[config.mk]
export PLATFORM = sky130hd
export DESIGN_NAME = crji_blend
export DESIGN_NICKNAME = d
export VERILOG_FILES = /design/src/hdl/crji_pkg.sv /design/src/hdl/crji_blend.sv
export SDC_FILE = /design/constraint.sdc
export NUM_CORES = 2
export LEC_CHECK = 0
export BUFFER_PORTS_ARGS = -buffer_cell sky130_fd_sc_hd__buf_2
export CAP_MARGIN = 20
export CELL_PAD_IN_SITES_DETAIL_PLACEMENT = 1
export CELL_PAD_IN_SITES_GLOBAL_PLACEMENT = 1
export CORE_MARGIN = 2
export CORE_UTILIZATION = 45
export DETAILED_ROUTE_END_ITERATION = 8
export HOLD_SLACK_MARGIN = 0.12
export PLACE_DENSITY_LB_ADDON = 0.08
export SLEW_MARGIN = 20
export SYNTH_ARGS = -nofsm -noshare
export SYNTH_HDL_FRONTEND = slang
export SYNTH_SLANG_ARGS = --single-unit
[constraint.sdc]
create_clock -name clk -period 12.39 [get_ports clk]
set_input_delay 2.478 -clock clk [delete_from_list [all_inputs] [get_ports clk]]
set_output_delay 2.478 -clock clk [all_outputs]
set_load 0.02 [all_outputs]
[src/hdl/crji_pkg.sv]
// Shared types, widths and codes for the Catmull-Rom joint interpolator.
// No dependencies; imported by the blend unit and the top level.
package crji_pkg;

  localparam int JOINTS = 7;
  localparam int JW     = 24;
  localparam int GW     = 24;
  localparam int SW     = 11;
  localparam int VW     = 63;
  localparam int QW     = 62;
  localparam int SSW    = 2 * JW + $clog2(JOINTS);

  typedef logic signed [JW-1:0] joint_t;
  typedef logic signed [VW-1:0] val_t;
  typedef logic [GW-1:0]        gap_t;

  localparam val_t             ILIM     = 63'sh2000_0000_0000_0000;
  localparam logic [QW-1:0]    QLIM     = 62'h2000_0000_0000_0000;
  localparam logic signed [63:0] ILIM64 = 64'sh2000_0000_0000_0000;
  localparam val_t             JMAX_V   = 63'sd8388607;
  localparam val_t             JMIN_V   = -63'sd8388608;
  localparam gap_t             GAP_MAX  = '1;

  localparam logic OP_LOAD   = 1'b0;
  localparam logic OP_EVAL   = 1'b1;
  localparam logic MODE_CR   = 1'b0;
  localparam logic MODE_LIN  = 1'b1;
  localparam logic REG_MODE  = 1'b0;
  localparam logic REG_STEPS = 1'b1;
  localparam logic [SW-1:0] STEPS_RESET = 11'd10;

endpackage

[src/hdl/crji_blend.sv]
// Iterative blend unit: x + round(num*(y-x)/den), saturated at +-2^61.
// Four 32x32 partial products, then, unless the quotient saturates, a one-bit-per-cycle restoring divider.
// Depends on crji_pkg.
module crji_blend #(
  parameter int TW = 37
) (
  input  logic                 clk,
  input  logic                 rst,
  input  logic                 start,
  input  crji_pkg::val_t       x,
  input  crji_pkg::val_t       y,
  input  logic signed [TW-1:0] num,
  input  logic [TW-1:0]        den,
  output logic                 done,
  output crji_pkg::val_t       res
);
  import crji_pkg::*;

  localparam int PW = QW + TW;

  typedef enum logic [2:0] {B_IDLE, B_MUL, B_CHK, B_DIV, B_FIN} bst_t;

  bst_t            st;
  logic [VW-1:0]   a_r;
  logic [63:0]     b_r;
  logic [TW-1:0]   den_r;
  val_t            x_r;
  logic            neg_r;
  logic [PW-1:0]   acc;
  logic [1:0]      k;
  logic [TW-1:0]   rem;
  logic [QW-1:0]   low;
  logic [QW-1:0]   q;
  logic [5:0]      cnt;

  logic signed [63:0] d;
  logic [VW-1:0]      dmag;
  logic [TW-1:0]      nmag;
  logic [31:0]        ma;
  logic [31:0]        mb;
  logic [63:0]        prod;
  logic [6:0]         sh;
  logic [PW-1:0]      term;
  logic [TW:0]        t;
  logic               ge;
  logic [QW-1:0]      qc;
  logic signed [63:0] sum;
  val_t               sum_c;

  always_comb begin
    d    = {y[VW-1], y} - {x[VW-1], x};
    dmag = d[63] ? VW'(-d) : d[VW-1:0];
    nmag = num[TW-1] ? TW'(-num) : TW'(num);
    ma   = k[0] ? {1'b0, a_r[VW-1:32]} : a_r[31:0];
    mb   = k[1] ? b_r[63:32] : b_r[31:0];
    prod = 64'(ma) * 64'(mb);
    unique case (k)
      2'd0:    sh = 7'd0;
      2'd3:    sh = 7'd64;
      default: sh = 7'd32;
    endcase
    term = PW'(prod) << sh;
    t    = {rem, low[QW-1]};
    ge   = t >= {1'b0, den_r};
    qc   = (q > QLIM) ? QLIM : q;
    sum  = neg_r ? ({x_r[VW-1], x_r} - 64'(qc)) : ({x_r[VW-1], x_r} + 64'(qc));
    if (sum > ILIM64) begin
      sum_c = ILIM;
    end else if (sum < -ILIM64) begin
      sum_c = -ILIM;
    end else begin
      sum_c = sum[VW-1:0];
    end
  end

  always_ff @(posedge clk) begin
    if (rst) begin
      st   <= B_IDLE;
      done <= 1'b0;
    end else begin
      done <= 1'b0;
      unique case (st)
        B_IDLE: begin
          if (start) begin
            a_r   <= dmag;
            b_r   <= 64'(nmag);
            den_r <= den;
            x_r   <= x;
            neg_r <= (d[63] != num[TW-1]) && (d != 64'sd0) && (num != '0);
            acc   <= PW'(den >> 1);
            k     <= 2'd0;
            st    <= B_MUL;
          end
        end
        B_MUL: begin
          acc <= acc + term;
          k   <= k + 2'd1;
          if (k == 2'd3) begin
            st <= B_CHK;
          end
        end
        B_CHK: begin
          if (acc[PW-1:QW] >= den_r) begin
            q  <= QLIM;
            st <= B_FIN;
          end else begin
            rem <= acc[PW-1:QW];
            low <= acc[QW-1:0];
            q   <= '0;
            cnt <= '0;
            st  <= B_DIV;
          end
        end
        B_DIV: begin
          rem <= ge ? TW'(t - {1'b0, den_r}) : t[TW-1:0];
          low <= {low[QW-2:0], 1'b0};
          q   <= {q[QW-2:0], ge};
          cnt <= cnt + 6'd1;
          if (cnt == 6'(QW - 1)) begin
            st <= B_FIN;
          end
        end
        B_FIN: begin
          res  <= sum_c;
          done <= 1'b1;
          st   <= B_IDLE;
        end
        default: st <= B_IDLE;
      endcase
    end
  end

  a_done_from_fin: assert property (@(posedge clk) disable iff (rst)
    done |-> $past(st) == B_FIN)
    else $error("blend done without finish step");
  a_start_idle: assert property (@(posedge clk) disable iff (rst)
    (st == B_IDLE && start) |=> st == B_MUL)
    else $error("blend start not taken");
  a_mul_len: assert property (@(posedge clk) disable iff (rst)
    (st == B_MUL && k == 2'd3) |=> st == B_CHK)
    else $error("multiply phase length wrong");

endmodule

==> results.md <==
* Max_cap viols at 0
* Hold Crit Class: reg -> reg
* CP arrival at 12.41 ns
* FF-to-FF End: acc[97]
* Status: complete, no violations
* Ports at 267
* DRC at 0
* Layout cells sized above 1 at 0.0901
* Hold path depth at 2
* Iteration-0 DRC Markers at 5147
* Critical path origin: k[0]
* Critical path depth at 40
* CTS H-Tree Depth at 3
* Most area-consuming cells after synthesis: fa_1 24%, edfxtp_1 21%, ha_1 9.4%
* Finished Layout Cells at 11113
* Hold Crit Start: low[49]
* YS warnings at 0
* Synth-to-Final Area Change at 9.59%
* Post-layout net count at about 11000
* DR pass1 iterations at 6
* Initial antenna violation count at 7
* RD Place Congestion at 0.975
* Clk Latency, worst-skew pair at 0.73 ns
* Final setup fails at 0
* DR WL/cell at between 20 and 30 um
* First-pass GRT wire length at 452 mm
* FP Rows at 150
* R2r setup slk at about 0.42 ns
* Longest Clk Path Bufs at 3
* Worst endpoint required time at 12.83 ns
* Library cells used by synthesis at 101
* Cell family contributing the most delay on the critical path: adder cells
* Worst setup SP type: flop
* Crit path time final at 11.97 ns
* Port Buffers at 266
* Critical path destination: acc[97]
* Total GRT Usage at 0.349
* Die Y-Extent at 414 um
* Slew Limit Fails at 0
* RSZ-0062 raised after global routing: yes
* # clock sinks at 536
* Die X at between 400 and 500 um
* CP Buf/Inv Count at 10
* CTS tree: built
* Root Driver: clkbuf_16
* Drt total wl at around 300 mm
* Yosys top cell by area: fa_1
* Sequential-to-total area share from yosys stat at 0.212
* Mapped Cells at between 8000 and 9000
* Syn_nets at 10355
* Die area at 172000 um^2
* Worst-path fanout max at 31
* Largest net degree at the start of global routing at between 100 and 150
* Crit-path max cell delay at 0.65 ns
* GRT overflow at 0
* Fin. Hold Viols at 0
* Final worst path period share at 0.966
* Critical path class: reg -> reg
* Vias in the first global route at ~70000
* Critical Path Sink Type: flop
* Average size of a mapped cell at 8.72 um^2
* Vias per cell at just under 6
* Num CTS Buffers at 72
* Max Freq at 83.5 MHz
* Most used DFF post-synth: edfxtp_1
* R2R cell count at 40
* Synth async-reset ratio at 0
* Fillers at 19570
* Yosys top cell area share at 0.238
* DP HPWL at 250 mm
* Dpl cells at about 11000
* Final Skew at about 0.051 ns
* EDFF count, synth at between 500 and 600
* Most frequent CP cell: fa_1
* FF+latch count, synth at 536
* CP max stage cell: xnor2_1
* Vias at 66251
* Syn Std Cell Area at 75800 um^2
* R2r startpoint: k[0]
* Final ANT Viol Nets at 0
* Rel. slew slack at 0.291
* Slew @ Worst Pin at 1.06 ns
* Core Box Area at 167000 um^2
* Initial core utilization at 0.453
* CTS clk-pin slew, worst paths at roughly 0.060 ns
sequential cells by signal, summed over array words and instances, names as in the netlist:
name	flops
b_r	37
low	62
k	2
st	3
cnt	6
res	63
acc	99
den_r	37
done	1
neg_r	1
a_r	63
q	62
rem	37
x_r	63
cell usage after synthesis, types with 45 or more instances:
cell and n:
o21bai_1 77, ha_1 567, xnor2_1 225, nor2b_1 67
and3_1 48, nor3_1 130, o21a_1 54, nand2_1 1108
o21ai_0 296, nor2_1 981, and2_1 129, nand2b_1 71
or3_1 45, clkbuf_1 385, nand4_1 100, inv_1 1083
mux2i_1 79, fa_1 900, nand3_1 134, xor2_1 156
a211oi_1 51, a31oi_1 81, a21o_1 225, a21oi_1 519
edfxtp_1 532
tightest hold or removal path: cells and delay by family, from the launching register on:
kind / cells / cell delay (ns)
flip-flops: 1 / 0.32
AND/OR/NAND/NOR: 2 / 0.09
area by class of cell:
cell class / instances / area, um^2 / area share
repair buffers: 516 / 3470 / 0.0418
multi-input cells: 6638 / 54300 / 0.654
diodes: 5 / 12.5 / 0.000151
clock buffers: 77 / 1820 / 0.0219
well taps: 2204 / 2760 / 0.0332
inverters: 1083 / 4070 / 0.0490
flip-flops and latches: 536 / 16100 / 0.193
clock inverters: 54 / 556 / 0.00669
repair_timing:
action,CTS,global route
hold buffers,0,0
setup endpoints to repair,0,24
setup buffers,0,5
gates resized for setup,0,29
how the worst min path moves through the flow:
stage | slack (ns) | endpoint
2_1_floorplan | 0.48 | low[10]
4_1_cts | 0.47 | low[50]
5_1_grt | 0.53 | low[58]
3_3_place_gp | 0.49 | low[49]
3_5_place_dp | 0.50 | low[50]
6_report | 0.49 | low[50]
cells in the final DEF, fill, tap and decap left out, drive strengths merged, types with 47 or more instances in the layout:
master and instances:
nand2 1108, inv 1089, nor2 981, fa 900, ha 567, edfxtp 532
a21oi 519, buf 514, o21ai 322, a21o 225, xnor2 225, xor2 156
nand3 135, nor3 131, and2 130, nand4 101, a31oi 81, clkbuf 79
mux2i 79, o21bai 77, nand2b 71, nor2b 67, o21a 54, a211oi 52
and3 49, or3 47, o31ai 47
cells by family (layout without fill, tap and decap cells):
family	Yosys count	after routing	share of synthesized area
other cells	0	5	0
flops	536	536	0.212
compound gates	1693	1693	0.145
buf+inv	1511	1730	0.0752
xor+xnor	381	381	0.0441
mux	121	121	0.0167
simple gates	2976	2976	0.176
fa+ha+maj	1467	1467	0.332
metrics by stage:
step | TNS (ns) | utilization | hold WS, ns | cell area (um^2) | setup WS (ns)
6_report | 0 | 0.496 | 0.491 | 83000 | 0.419
5_1_grt | -0.00554 | 0.496 | 0.528 | 83000 | -0.00554
4_1_cts | 0 | 0.495 | 0.475 | 82800 | 0.170
3_5_place_dp | 0 | 0.481 | 0.499 | 80500 | 0.195
3_3_place_gp | 0 | 0.481 | 0.490 | 80500 | 0.587
2_1_floorplan | 0 | - | 0.484 | 75800 | 0.410
metal layers:
layer	up-vias	wire length (um)	GRT usage	share of wire
met5	-	57	0	0.00019
met4	8	15300	0.153	0.050
met3	537	18700	0.0500	0.062
met2	2298	141000	0.569	0.47
met1	33929	128000	0.461	0.42
li1	29479	-	-	-
Power is not shown: default switching activity piles up to over one toggle a cycle in this logic, so the estimate is an artifact.
